[config.mk]
export PLATFORM = sky130hd
export DESIGN_NAME = xa_adpcm_unit_decoder_flat
export DESIGN_NICKNAME = d
export VERILOG_FILES = /design/src/hw/rtl/xad_pkg.sv /design/src/hw/rtl/xad_in_if.sv /design/src/hw/rtl/xad_out_if.sv /design/src/hw/rtl/xad_seq.sv /design/src/hw/rtl/xad_mac.sv /design/src/hw/rtl/xa_adpcm_unit_decoder.sv /design/src/flat_wrapper.sv
export SDC_FILE = /design/constraint.sdc
export NUM_CORES = 2
export LEC_CHECK = 0
export BUFFER_PORTS_ARGS = -buffer_cell sky130_fd_sc_hd__buf_4
export CORE_UTILIZATION = 30
export CTS_CLUSTER_SIZE = 30
export DETAILED_ROUTE_END_ITERATION = 10
export GPL_ROUTABILITY_DRIVEN = 0
export PLACE_DENSITY = 0.47
export SYNTH_ARGS = -nofsm -noshare
export SYNTH_HDL_FRONTEND = slang
export SYNTH_HIERARCHICAL = 1
export SYNTH_SLANG_ARGS = --single-unit
[constraint.sdc]
create_clock -name clk -period 22.9 [get_ports clk]
set_clock_uncertainty 0.1 [all_clocks]
set_input_delay 1.145 -clock clk [delete_from_list [all_inputs] [get_ports clk]]
set_output_delay 1.145 -clock clk [all_outputs]
set_load 0.03 [all_outputs]
[src/hw/rtl/xad_pkg.sv]
package xad_pkg;

  localparam int UNIT_CODES   = 28;
  localparam int PAIR_RESULTS = 56;
  localparam int CODES_W      = 56;
  localparam int UNIT_W       = 2 * CODES_W;
  localparam int NIB_W        = 4;
  localparam int RANGE_W      = 4;
  localparam int FILT_W       = 2;
  localparam int ACC_W        = 32;
  localparam int PCM_W        = 16;
  localparam int COEF_W       = 18;
  localparam int PROD_W       = COEF_W + ACC_W;
  localparam int IDX_W        = $clog2(PAIR_RESULTS);

  // APB register map: one 32-bit register per word
  localparam int APB_DATA_W = 32;
  localparam int APB_ADDR_W = 3;
  localparam logic REG_STEREO = 1'b0;

  localparam logic [RANGE_W-1:0] RANGE_UNITY = RANGE_W'(12);
  localparam logic [IDX_W-1:0]   IDX_LAST    = IDX_W'(PAIR_RESULTS - 1);
  localparam logic [IDX_W-1:0]   IDX_UNIT_B  = IDX_W'(UNIT_CODES);

  localparam logic signed [PCM_W:0] PCM_MAX = (PCM_W+1)'(32767);
  localparam logic signed [PCM_W:0] PCM_MIN = -(PCM_W+1)'(32768);

  typedef enum logic [1:0] {
    ST_IDLE,
    ST_MUL0,
    ST_MUL1,
    ST_SUM
  } xad_state_t;

  typedef struct packed {
    logic               clear;
    logic               acc_load;
    logic               mul_k1;
    logic               commit;
    logic               right;
    logic               last;
    logic [FILT_W-1:0]  filt;
    logic [RANGE_W-1:0] range;
    logic [NIB_W-1:0]   code;
  } xad_ctl_t;

  function automatic logic signed [COEF_W-1:0] coef0(input logic [FILT_W-1:0] f);
    logic signed [COEF_W-1:0] k;
    case (f)
      2'd0:    k = '0;
      2'd1:    k = COEF_W'(18'sh0F000);
      2'd2:    k = COEF_W'(18'sh1CC00);
      2'd3:    k = COEF_W'(18'sh18800);
      default: k = '0;
    endcase
    return k;
  endfunction

  function automatic logic signed [COEF_W-1:0] coef1(input logic [FILT_W-1:0] f);
    logic signed [COEF_W-1:0] k;
    case (f)
      2'd0:    k = '0;
      2'd1:    k = '0;
      2'd2:    k = -COEF_W'(18'sd53248);
      2'd3:    k = -COEF_W'(18'sd56320);
      default: k = '0;
    endcase
    return k;
  endfunction

endpackage

[src/hw/rtl/xad_in_if.sv]
interface xad_in_if import xad_pkg::*; ();
  logic                   valid;
  logic                   ready;
  logic [RANGE_W-1:0]     range_a;
  logic [FILT_W-1:0]      filter_a;
  logic [CODES_W-1:0]     codes_a_low;
  logic [CODES_W-1:0]     codes_a_high;
  logic [RANGE_W-1:0]     range_b;
  logic [FILT_W-1:0]      filter_b;
  logic [CODES_W-1:0]     codes_b_low;
  logic [CODES_W-1:0]     codes_b_high;
  logic                   restart;

  modport source (
    output valid, range_a, filter_a, codes_a_low, codes_a_high,
           range_b, filter_b, codes_b_low, codes_b_high, restart,
    input  ready
  );
  modport sink (
    input  valid, range_a, filter_a, codes_a_low, codes_a_high,
           range_b, filter_b, codes_b_low, codes_b_high, restart,
    output ready
  );
endinterface

[src/hw/rtl/xad_out_if.sv]
interface xad_out_if import xad_pkg::*; ();
  logic                    valid;
  logic                    ready;
  logic signed [PCM_W-1:0] pcm_sample;
  logic                    channel;
  logic                    last_of_item;

  modport source (
    output valid, pcm_sample, channel, last_of_item,
    input  ready
  );
  modport sink (
    input  valid, pcm_sample, channel, last_of_item,
    output ready
  );
endinterface

[src/hw/rtl/xad_seq.sv]
module xad_seq import xad_pkg::*; (
  input  logic               clk,
  input  logic               rst,
  input  logic               stereo_mode,
  input  logic               in_fire,
  input  logic [RANGE_W-1:0] range_a,
  input  logic [FILT_W-1:0]  filter_a,
  input  logic [CODES_W-1:0] codes_a_low,
  input  logic [CODES_W-1:0] codes_a_high,
  input  logic [RANGE_W-1:0] range_b,
  input  logic [FILT_W-1:0]  filter_b,
  input  logic [CODES_W-1:0] codes_b_low,
  input  logic [CODES_W-1:0] codes_b_high,
  input  logic               restart,
  input  logic               out_free,
  output logic               idle,
  output xad_ctl_t           ctl
);

  xad_state_t         state, state_next;
  logic [IDX_W-1:0]   idx;
  logic [UNIT_W-1:0]  codes_a, codes_b;
  logic [RANGE_W-1:0] rng_a, rng_b;
  logic [FILT_W-1:0]  flt_a, flt_b;
  logic               use_b;

  // stereo alternates units sample by sample; mono runs a then b
  assign use_b = stereo_mode ? idx[0] : (idx >= IDX_UNIT_B);

  always_comb begin
    state_next = state;
    case (state)
      ST_IDLE: if (in_fire) state_next = ST_MUL0;
      ST_MUL0: state_next = ST_MUL1;
      ST_MUL1: state_next = ST_SUM;
      ST_SUM:  if (out_free) state_next = (idx == IDX_LAST) ? ST_IDLE : ST_MUL0;
      default: state_next = ST_IDLE;
    endcase
  end

  always_comb begin
    ctl          = '0;
    ctl.clear    = in_fire & restart;
    ctl.right    = stereo_mode & idx[0];
    ctl.last     = (idx == IDX_LAST);
    ctl.filt     = use_b ? flt_b : flt_a;
    ctl.range    = use_b ? rng_b : rng_a;
    ctl.code     = use_b ? codes_b[NIB_W-1:0] : codes_a[NIB_W-1:0];
    idle         = 1'b0;
    case (state)
      ST_IDLE: idle = 1'b1;
      ST_MUL0: ctl.acc_load = 1'b1;
      ST_MUL1: ctl.mul_k1 = 1'b1;
      ST_SUM:  ctl.commit = out_free;
      default: idle = 1'b0;
    endcase
  end

  always_ff @(posedge clk) begin
    if (rst) begin
      state <= ST_IDLE;
      idx   <= '0;
    end else begin
      state <= state_next;
      if (in_fire) begin
        idx <= '0;
      end else if (ctl.commit) begin
        idx <= idx + IDX_W'(1);
      end
    end
  end

  // payload: load on accept, shift the used unit down one nibble per sample
  always_ff @(posedge clk) begin
    if (in_fire) begin
      codes_a <= {codes_a_high, codes_a_low};
      codes_b <= {codes_b_high, codes_b_low};
      rng_a   <= range_a;
      rng_b   <= range_b;
      flt_a   <= filter_a;
      flt_b   <= filter_b;
    end else if (ctl.commit) begin
      if (use_b) begin
        codes_b <= {{NIB_W{1'b0}}, codes_b[UNIT_W-1:NIB_W]};
      end else begin
        codes_a <= {{NIB_W{1'b0}}, codes_a[UNIT_W-1:NIB_W]};
      end
    end
  end

endmodule

[src/hw/rtl/xad_mac.sv]
module xad_mac import xad_pkg::*; (
  input  logic                    clk,
  input  logic                    rst,
  input  xad_ctl_t                ctl,
  output logic signed [PCM_W-1:0] pcm
);

  logic signed [ACC_W-1:0]  left_prev1, left_prev2, right_prev1, right_prev2;
  logic signed [ACC_W-1:0]  h1, h2, h_op;
  logic signed [COEF_W-1:0] k_op;
  logic signed [PROD_W-1:0] prod_full;
  logic signed [ACC_W-1:0]  prod, acc;
  logic signed [ACC_W-1:0]  nib32, scaled, add_a, add_b, sum;
  logic signed [ACC_W:0]    sum_x, half;

  assign h1 = ctl.right ? right_prev1 : left_prev1;
  assign h2 = ctl.right ? right_prev2 : left_prev2;

  // shared multiplier: K0*h1 first, then K1*h2
  assign k_op      = ctl.mul_k1 ? coef1(ctl.filt) : coef0(ctl.filt);
  assign h_op      = ctl.mul_k1 ? h2 : h1;
  assign prod_full = k_op * h_op;

  // ranges above unity turn into an arithmetic right shift (floor)
  always_comb begin
    nib32 = {{(ACC_W-NIB_W){ctl.code[NIB_W-1]}}, ctl.code};
    if (ctl.range <= RANGE_UNITY) begin
      scaled = nib32 <<< (RANGE_UNITY - ctl.range);
    end else begin
      scaled = nib32 >>> (ctl.range - RANGE_UNITY);
    end
  end

  // shared adder: seed with the doubled code, then fold in each product
  assign add_a = ctl.acc_load ? '0 : acc;
  assign add_b = ctl.acc_load ? (scaled <<< 1) : prod;
  assign sum   = add_a + add_b;

  // halve toward zero, then clamp
  assign sum_x = {sum[ACC_W-1], sum};
  assign half  = $signed(sum_x + (ACC_W+1)'(sum[ACC_W-1])) >>> 1;

  always_comb begin
    if (half > PCM_MAX) begin
      pcm = PCM_MAX[PCM_W-1:0];
    end else if (half < PCM_MIN) begin
      pcm = PCM_MIN[PCM_W-1:0];
    end else begin
      pcm = half[PCM_W-1:0];
    end
  end

  // hold the product through the sum step, however long it stalls
  always_ff @(posedge clk) begin
    if (ctl.acc_load || ctl.mul_k1) begin
      prod <= prod_full[ACC_W+15:16];
    end
    if (ctl.acc_load || ctl.mul_k1) begin
      acc <= sum;
    end
  end

  always_ff @(posedge clk) begin
    if (rst || ctl.clear) begin
      left_prev1  <= '0;
      left_prev2  <= '0;
      right_prev1 <= '0;
      right_prev2 <= '0;
    end else if (ctl.commit) begin
      if (ctl.right) begin
        right_prev2 <= right_prev1;
        right_prev1 <= sum;
      end else begin
        left_prev2 <= left_prev1;
        left_prev1 <= sum;
      end
    end
  end

endmodule

[src/hw/rtl/xa_adpcm_unit_decoder.sv]
// Channel   Dir  Handshake            Beat
// unit_pair in   valid/ready          two 28-code ADPCM units, ranges, filters, restart
// pcm       out  valid/ready          one 16-bit sample, channel, last_of_item
// APB       in   psel/penable, pready register 0 (byte 0): stereo_mode
//
// Each sample runs on one multiplier and one adder, in order: K0*h1, K1*h2, sum.
// A pair of units gives 56 samples; a new pair is taken only once the sequencer
// is idle again after the last sample of the previous pair.
// rst is synchronous; it clears the histories, the mode and the sequencer.
// A stalled pcm beat holds the sequencer in its sum step; the next pair is taken
// while the last sample of the previous pair still waits in the output register.
module xa_adpcm_unit_decoder import xad_pkg::*; (
  input  logic                  clk,
  input  logic                  rst,
  input  logic                  psel,
  input  logic                  penable,
  input  logic                  pwrite,
  input  logic [APB_ADDR_W-1:0] paddr,
  input  logic [APB_DATA_W-1:0] pwdata,
  output logic [APB_DATA_W-1:0] prdata,
  output logic                  pready,
  xad_in_if.sink                unit_pair,
  xad_out_if.source             pcm
);

  logic                    stereo_mode;
  logic                    in_fire;
  logic                    seq_idle;
  logic                    out_free;
  logic                    out_valid;
  logic signed [PCM_W-1:0] pcm_next;
  xad_ctl_t                ctl;

  // register access: one word, index taken from the word address bit
  assign pready = 1'b1;
  assign prdata = (paddr[2] == REG_STEREO) ? APB_DATA_W'(stereo_mode) : '0;

  always_ff @(posedge clk) begin
    if (rst) begin
      stereo_mode <= 1'b0;
    end else if (psel && penable && pwrite && pready && paddr[2] == REG_STEREO) begin
      stereo_mode <= pwdata[0];
    end
  end

  // take a new pair only while the sequencer is idle
  assign unit_pair.ready = seq_idle;
  assign in_fire         = unit_pair.valid & seq_idle;

  // the output slot frees when empty or when its beat leaves this cycle
  assign out_free = !out_valid || pcm.ready;

  xad_seq u_seq (
    .clk          (clk),
    .rst          (rst),
    .stereo_mode  (stereo_mode),
    .in_fire      (in_fire),
    .range_a      (unit_pair.range_a),
    .filter_a     (unit_pair.filter_a),
    .codes_a_low  (unit_pair.codes_a_low),
    .codes_a_high (unit_pair.codes_a_high),
    .range_b      (unit_pair.range_b),
    .filter_b     (unit_pair.filter_b),
    .codes_b_low  (unit_pair.codes_b_low),
    .codes_b_high (unit_pair.codes_b_high),
    .restart      (unit_pair.restart),
    .out_free     (out_free),
    .idle         (seq_idle),
    .ctl          (ctl)
  );

  xad_mac u_mac (
    .clk (clk),
    .rst (rst),
    .ctl (ctl),
    .pcm (pcm_next)
  );

  // output register: load on commit, drop once the beat is taken
  always_ff @(posedge clk) begin
    if (rst) begin
      out_valid <= 1'b0;
    end else if (ctl.commit) begin
      out_valid <= 1'b1;
    end else if (pcm.ready) begin
      out_valid <= 1'b0;
    end
  end

  always_ff @(posedge clk) begin
    if (ctl.commit) begin
      pcm.pcm_sample   <= pcm_next;
      pcm.channel      <= ctl.right;
      pcm.last_of_item <= ctl.last;
    end
  end

  assign pcm.valid = out_valid;

`ifndef SYNTHESIS
  // a waiting beat is never overwritten
  assert property (@(posedge clk) disable iff (rst)
    (out_valid && !pcm.ready) |-> !ctl.commit)
    else $error("pcm beat overwritten while stalled");

  // the last sample of a pair returns the sequencer to idle
  assert property (@(posedge clk) disable iff (rst)
    (ctl.commit && ctl.last) |=> unit_pair.ready)
    else $error("sequencer not idle after last sample");

  // mono mode never writes a sample into the right history
  assert property (@(posedge clk) disable iff (rst)
    (ctl.commit && !stereo_mode) |-> !ctl.right)
    else $error("right channel used in mono mode");

  // no new pair is taken while samples are still being produced
  assert property (@(posedge clk) disable iff (rst)
    ctl.commit |-> !in_fire)
    else $error("pair accepted mid-decode");
`endif

endmodule
[src/flat_wrapper.sv]
// flat-port wrapper written by rule: the top's interface ports become plain ports
module xa_adpcm_unit_decoder_flat import xad_pkg::*;
  (clk, rst, psel, penable, pwrite, paddr, pwdata, prdata, pready, unit_pair_valid, unit_pair_range_a, unit_pair_filter_a, unit_pair_codes_a_low, unit_pair_codes_a_high, unit_pair_range_b, unit_pair_filter_b, unit_pair_codes_b_low, unit_pair_codes_b_high, unit_pair_restart, unit_pair_ready, pcm_valid, pcm_pcm_sample, pcm_channel, pcm_last_of_item, pcm_ready);
  xad_in_if unit_pair_i ();
  xad_out_if pcm_i ();
  input  logic clk;
  input  logic rst;
  input  logic psel;
  input  logic penable;
  input  logic pwrite;
  input  logic [APB_ADDR_W-1:0] paddr;
  input  logic [APB_DATA_W-1:0] pwdata;
  output logic [APB_DATA_W-1:0] prdata;
  output logic pready;
  input wire logic [$bits(unit_pair_i.valid)-1:0] unit_pair_valid;
  input wire logic [$bits(unit_pair_i.range_a)-1:0] unit_pair_range_a;
  input wire logic [$bits(unit_pair_i.filter_a)-1:0] unit_pair_filter_a;
  input wire logic [$bits(unit_pair_i.codes_a_low)-1:0] unit_pair_codes_a_low;
  input wire logic [$bits(unit_pair_i.codes_a_high)-1:0] unit_pair_codes_a_high;
  input wire logic [$bits(unit_pair_i.range_b)-1:0] unit_pair_range_b;
  input wire logic [$bits(unit_pair_i.filter_b)-1:0] unit_pair_filter_b;
  input wire logic [$bits(unit_pair_i.codes_b_low)-1:0] unit_pair_codes_b_low;
  input wire logic [$bits(unit_pair_i.codes_b_high)-1:0] unit_pair_codes_b_high;
  input wire logic [$bits(unit_pair_i.restart)-1:0] unit_pair_restart;
  output wire logic [$bits(unit_pair_i.ready)-1:0] unit_pair_ready;
  output wire logic [$bits(pcm_i.valid)-1:0] pcm_valid;
  output wire logic [$bits(pcm_i.pcm_sample)-1:0] pcm_pcm_sample;
  output wire logic [$bits(pcm_i.channel)-1:0] pcm_channel;
  output wire logic [$bits(pcm_i.last_of_item)-1:0] pcm_last_of_item;
  input wire logic [$bits(pcm_i.ready)-1:0] pcm_ready;
  assign unit_pair_i.valid = unit_pair_valid;
  assign unit_pair_i.range_a = unit_pair_range_a;
  assign unit_pair_i.filter_a = unit_pair_filter_a;
  assign unit_pair_i.codes_a_low = unit_pair_codes_a_low;
  assign unit_pair_i.codes_a_high = unit_pair_codes_a_high;
  assign unit_pair_i.range_b = unit_pair_range_b;
  assign unit_pair_i.filter_b = unit_pair_filter_b;
  assign unit_pair_i.codes_b_low = unit_pair_codes_b_low;
  assign unit_pair_i.codes_b_high = unit_pair_codes_b_high;
  assign unit_pair_i.restart = unit_pair_restart;
  assign unit_pair_ready = unit_pair_i.ready;
  assign pcm_valid = pcm_i.valid;
  assign pcm_pcm_sample = pcm_i.pcm_sample;
  assign pcm_channel = pcm_i.channel;
  assign pcm_last_of_item = pcm_i.last_of_item;
  assign pcm_i.ready = pcm_ready;
  xa_adpcm_unit_decoder u_core (.clk(clk), .rst(rst), .psel(psel), .penable(penable), .pwrite(pwrite), .paddr(paddr), .pwdata(pwdata), .prdata(prdata), .pready(pready), .unit_pair(unit_pair_i), .pcm(pcm_i));
endmodule
Yosys cells after proc, flatten, opt, wreduce, memory -nomap -nowiden
Cells that the tools add are included.
{ "word_totals": {"output_inout_bits": 53, "wordCells": 96, "in_bits": 279, "regBits": 456} }
{ "op_classes": {"bitwise": 5, "n_eq_ne": 10, "magnitude_cmp": 4, "multipliers": 1, "reduce_logical": 19, "muxes": 31, "shifts": 2, "n_addsub": 5} }
{ "ops": {"columns": ["op", "count"], "rows": [
  ["$mux W112", 6],
  ["$mux W32", 5],
  ["$pmux W18 S4", 1],
  ["$pmux W18 S3", 1],
  ["$mul A18 B32 Y48", 1],
  ["$add A32 B2 Y33", 1],
  ["$add A32 B32 Y32", 1],
  ["$gt A32 B16 Y1 const B", 1],
  ["$lt A32 B16 Y1 const B", 1],
  ["$mux W31", 1],
  ["$sshl A4 B4 Y31", 1],
  ["$sshr A4 B4 Y31", 1],
  ["$mux W18", 1],
  ["$mux W16", 1],
  ["$reduce_and A2 Y1", 5],
  ["$mux W1", 9],
  ["$eq A2 B2 Y1 const B", 4],
  ["$mux W4", 2],
  ["$pmux W2 S4", 1],
  ["$add A6 B1 Y6 const B", 1],
  ["$eq A6 B6 Y1 const B", 1],
  ["$ge A6 B5 Y1 const B", 1],
  ["$mux W2", 3],
  ["$ne A2 B2 Y1 const B", 3],
  ["12 further kinds", 24]
]} }

Longest topological paths before layout
{ "logic_depth": {"depth_word": 11, "depth_mapped": 37, "ltp_nobuf": 34} }

Modules after synthesis
Netlist, hierarchy kept.
{ "modules_own_cells": {"columns": ["mod", "cells_per_inst", "area_each_um2", "seq_area_each_um2", "instances"], "rows": [
  ["xad_mac", 2390, 20066.7, 4484.3, 1],
  ["xad_seq", 559, 10367.4, 7247.0, 1],
  ["xa_adpcm_unit_decoder", 63, 890.9, 580.6, 1]
]} }

Least setup slack after synthesis
OpenSTA, ideal clock, no wires.
{ "synth_path": {"path_kind": "register to register", "from": "reg u_core.u_seq.idx[3]", "to": "reg u_core.u_mac.prod[24] (data pin)", "path_stages_with_launch": 34, "n_path_buf": 3, "setup_time_ns": 0.262, "period_less_slack_ns": 8.462, "slack_ns": 14.438, "t_required_ns": 22.538, "t_arrival_ns": 8.100, "path_cell_list": "dfxtp_1 nand3_2 a22o_1 buf_6 mux2_4 ha_1 or2_2 clkbuf_1 nand2_1 clkinv_1 nor2_1 clkbuf_1 nor2_1 fa_1 inv_1 fa_1 fa_1 inv_1 fa_1 fa_1 ha_1 fa_1 a21o_1 a21oi_1 o21bai_1 a31oi_1 o211ai_1 a31oi_1 o21ai_0 a31oi_1 a21oi_1 o41ai_1 mux2i_1 nand3_1"} }
{ "synth_lines": {"columns": ["item", "line", "source"], "rows": [
  ["from (decl)", "xad_seq.sv:21", "logic [IDX_W-1:0] idx;"],
  ["from (signal assigned)", "xad_seq.sv:68", "idx <= idx + IDX_W'(1);"],
  ["to (signal assigned)", "xad_mac.sv:56", "prod <= prod_full[ACC_W+15:16];"],
  ["to (decl)", "xad_mac.sv:12", "logic signed [ACC_W-1:0] prod, acc;"]
]} }

==> results.ini <==
[clocking]
clock_latency_ps=620
clock_sinks=456
cts_tree=yes
cts_buffers=52
clk_pin_slew_ps=60
clockBufferDepth=3
ctsHtreeMaxLevel=2
ctsRootBufferMaster=clkbuf_16
cts_hold_buf=0
postCtsSetupRepairBufs=0
postCtsResizedCells=0

[routing]
antenna_left=0
via_per_inst=4.682
drcViolationCount=0
totalWireLength_um=85000
drtPass1Iterations=5
vias=21804
wl_per_cell_um=18.25
drtIter0Drc=1273

[finish]
multi_input_area_um2=17300
post-route-util=0.3514
fin_cells=4657
seq_area_um2=12310
layout-drive-gt1-share=0.2249
layout_common_cells=nand2_1 (337), edfxtp_1 (318), buf_4 (307), inv_1 (287), nor2_1 (258)
stdcell_area_um2=36370
layout_commonest_cell=nand2_1
fillers=10581
areaGrowthSynthToFinish_pct=16.10
nets=3883

[die]
die_h_um=325.1
num_io_pins=332
die_area_um2=105700
num_rows=118
core_um2=103500
die_width_um=325.1
initial_core_util=0.3027

[setup_path]
cp_common_cell=fa_1
reg2regPathDepth=33
cp_slowest_cell=a2111oi_0
cp-start-kind=flop
criticalPathCategory=reg2reg
cp-end-kind=flop
worstPathArrival_ps=10960
path_max_fanout=30
critPathRequiredTime_ps=23170
crit_path_max_incr_delay_ps=730

[hold_path]
hp-class=reg2reg
min_path_cells=2

[sta]
slew-limit-headroom=0.2409
tightest_slew_ps=1117
setup_viol=0
max_freq_ghz=0.09356
fin_crit_sh=0.4668
period_needed_ps=10690
fin_tns_setup_ps=0
rsz0062_at_grt=no
timing.hold.ws_ps=351.2
hold_violations=0
finalWorstSetupSlack_ps=12210
drv_slew=0

[synth]
yosysUniqueCellTypes=102
yosysSeqAreaShare=0.3930
synth.avg_cell_area_um2=10.40
synth_edf_count=318
syn_area_um2=31330
ys.flop_type=edfxtp_1
yosysWarnings=6
ys_ff_latch=456
syn_inst=3012
async_flop_share=0

[grt]
antenna_found_initial=14
overflow=0
first_global_vias=22308
grt_max_degree=87
track_usage=0.1591
grt_first_pass_wirelength_um=131700

[power]
power_mw=5.488
power_density_nw_per_um2=150.9
vdd_ir_drop_max_mv=0.1213
leakagePower_nw=14.86

[placement]
dp.cells=4559
dpl_worst_slack_ps=12160
dp_hpwl_um=63080
port_buffers=266
post_dp_cell_area_um2=34730

[flow_run]
drv_cap=0

[status]
status=finished, final reports clean

## where the power goes
part / leakage [nW] / internal [mW] / switching, mW
combinational: 9.92 / 1.19 / 2.10
sequential: 4.14 / 1.32 / 0.0662
clock: 0.800 / 0.463 / 0.346
total: 14.9 / 2.97 / 2.52
## cells by family (layout without fill, tap and decap cells)
family | after synthesis | count (layout) | share of synthesized area
adder cells (fa/ha/maj) | 371 | 371 | 0.1942
other | 2 | 37 | 0.0002397
multiplexers | 301 | 301 | 0.1076
AND/OR/NAND/NOR | 879 | 879 | 0.1294
AO/OA/AOI/OAI | 461 | 461 | 0.09103
flip-flops | 456 | 456 | 0.3930
XOR/XNOR | 82 | 82 | 0.02341
buffers and inverters | 460 | 690 | 0.06111
## sequential cells by signal, summed over array words and instances, names as in the netlist
signal	cells
u_core/u_seq/codes_a	112
u_core/u_seq/codes_b	112
u_core/u_mac/acc	32
u_core/u_mac/left_prev1	32
u_core/u_mac/left_prev2	32
u_core/u_mac/prod	32
u_core/u_mac/right_prev1	32
u_core/u_mac/right_prev2	32
u_core/pcm.pcm_sample	16
u_core/u_seq/idx	6
u_core/u_seq/rng_a	4
u_core/u_seq/rng_b	4
u_core/u_seq/flt_a	2
u_core/u_seq/flt_b	2
u_core/u_seq/state	2
u_core/pcm.channel	1
u_core/pcm.last_of_item	1
u_core/pcm.valid	1
u_core/stereo_mode	1
## worst max-delay path: cells and delay by family (launching register included)
kind / cells / cell delay, ps
XOR/XNOR: 1 / 130
AND/OR/NAND/NOR: 8 / 2180
multiplexers: 1 / 350
AO/OA/AOI/OAI: 9 / 2710
flip-flops: 1 / 430
buffers and inverters: 6 / 1130
adder cells (fa/ha/maj): 8 / 3300
## layout make-up
cell class	count	share of cell area
diodes	5	0.0003440
well taps	1380	0.04748
inverters	290	0.02993
repair buffers	307	0.06337
multi-input cells	2126	0.4756
clock buffers	72	0.04094
clock inverters	21	0.003784
flip-flops and latches	456	0.3385
## per-layer routing
| metal | vias up | GRT usage | wire length (um) |
|---|---|---|---|
| li1 | 10678 | - | - |
| met1 | 10583 | 0.2109 | 38630 |
| met3 | 118 | 0.04397 | 5287 |
| met5 | - | 0 | 114 |
| met2 | 409 | 0.2559 | 39190 |
| met4 | 16 | 0.03743 | 1784 |
## final timing paths
check	to	startpoint	slack [ps]
max	u_core/u_mac/prod[29]	u_core/u_seq/idx[3]	12210
min	u_core/u_mac/left_prev2[29]	u_core/u_mac/left_prev2[29]	350
max reg2reg	u_core/u_mac/prod[29]	u_core/u_seq/idx[3]	12210
min reg2reg	u_core/u_mac/left_prev2[29]	u_core/u_mac/left_prev2[29]	350
## synthesized netlist by cell type, drive strengths merged, types with 8 or more instances
library cell	instances	area (um2)
a211oi	21	162.6
a21o	18	138.9
a21oi	210	1055
a31oi	22	143.9
and2	20	131.4
and3	15	97.59
buf	72	451.7
clkbuf	97	364.1
dfxtp	138	2763
edfxtp	318	9549
fa	192	3844
ha	179	2240
inv	288	1081
mux2	261	2969
mux2i	40	400.4
nand2	339	1275
nand2b	38	237.7
nand3	27	140.1
nand4	9	56.30
nor2	263	992.2
nor2b	51	319.1
nor3	24	120.1
nor4	8	71.32
o211ai	12	95.09
o21a	18	136.4
o21ai	91	459.2
o21bai	10	75.07
or2	33	206.5
or3	26	167.7
xnor2	60	533.0
xor2	22	200.2
No activity file was read; power rests on OpenSTA's default activity.
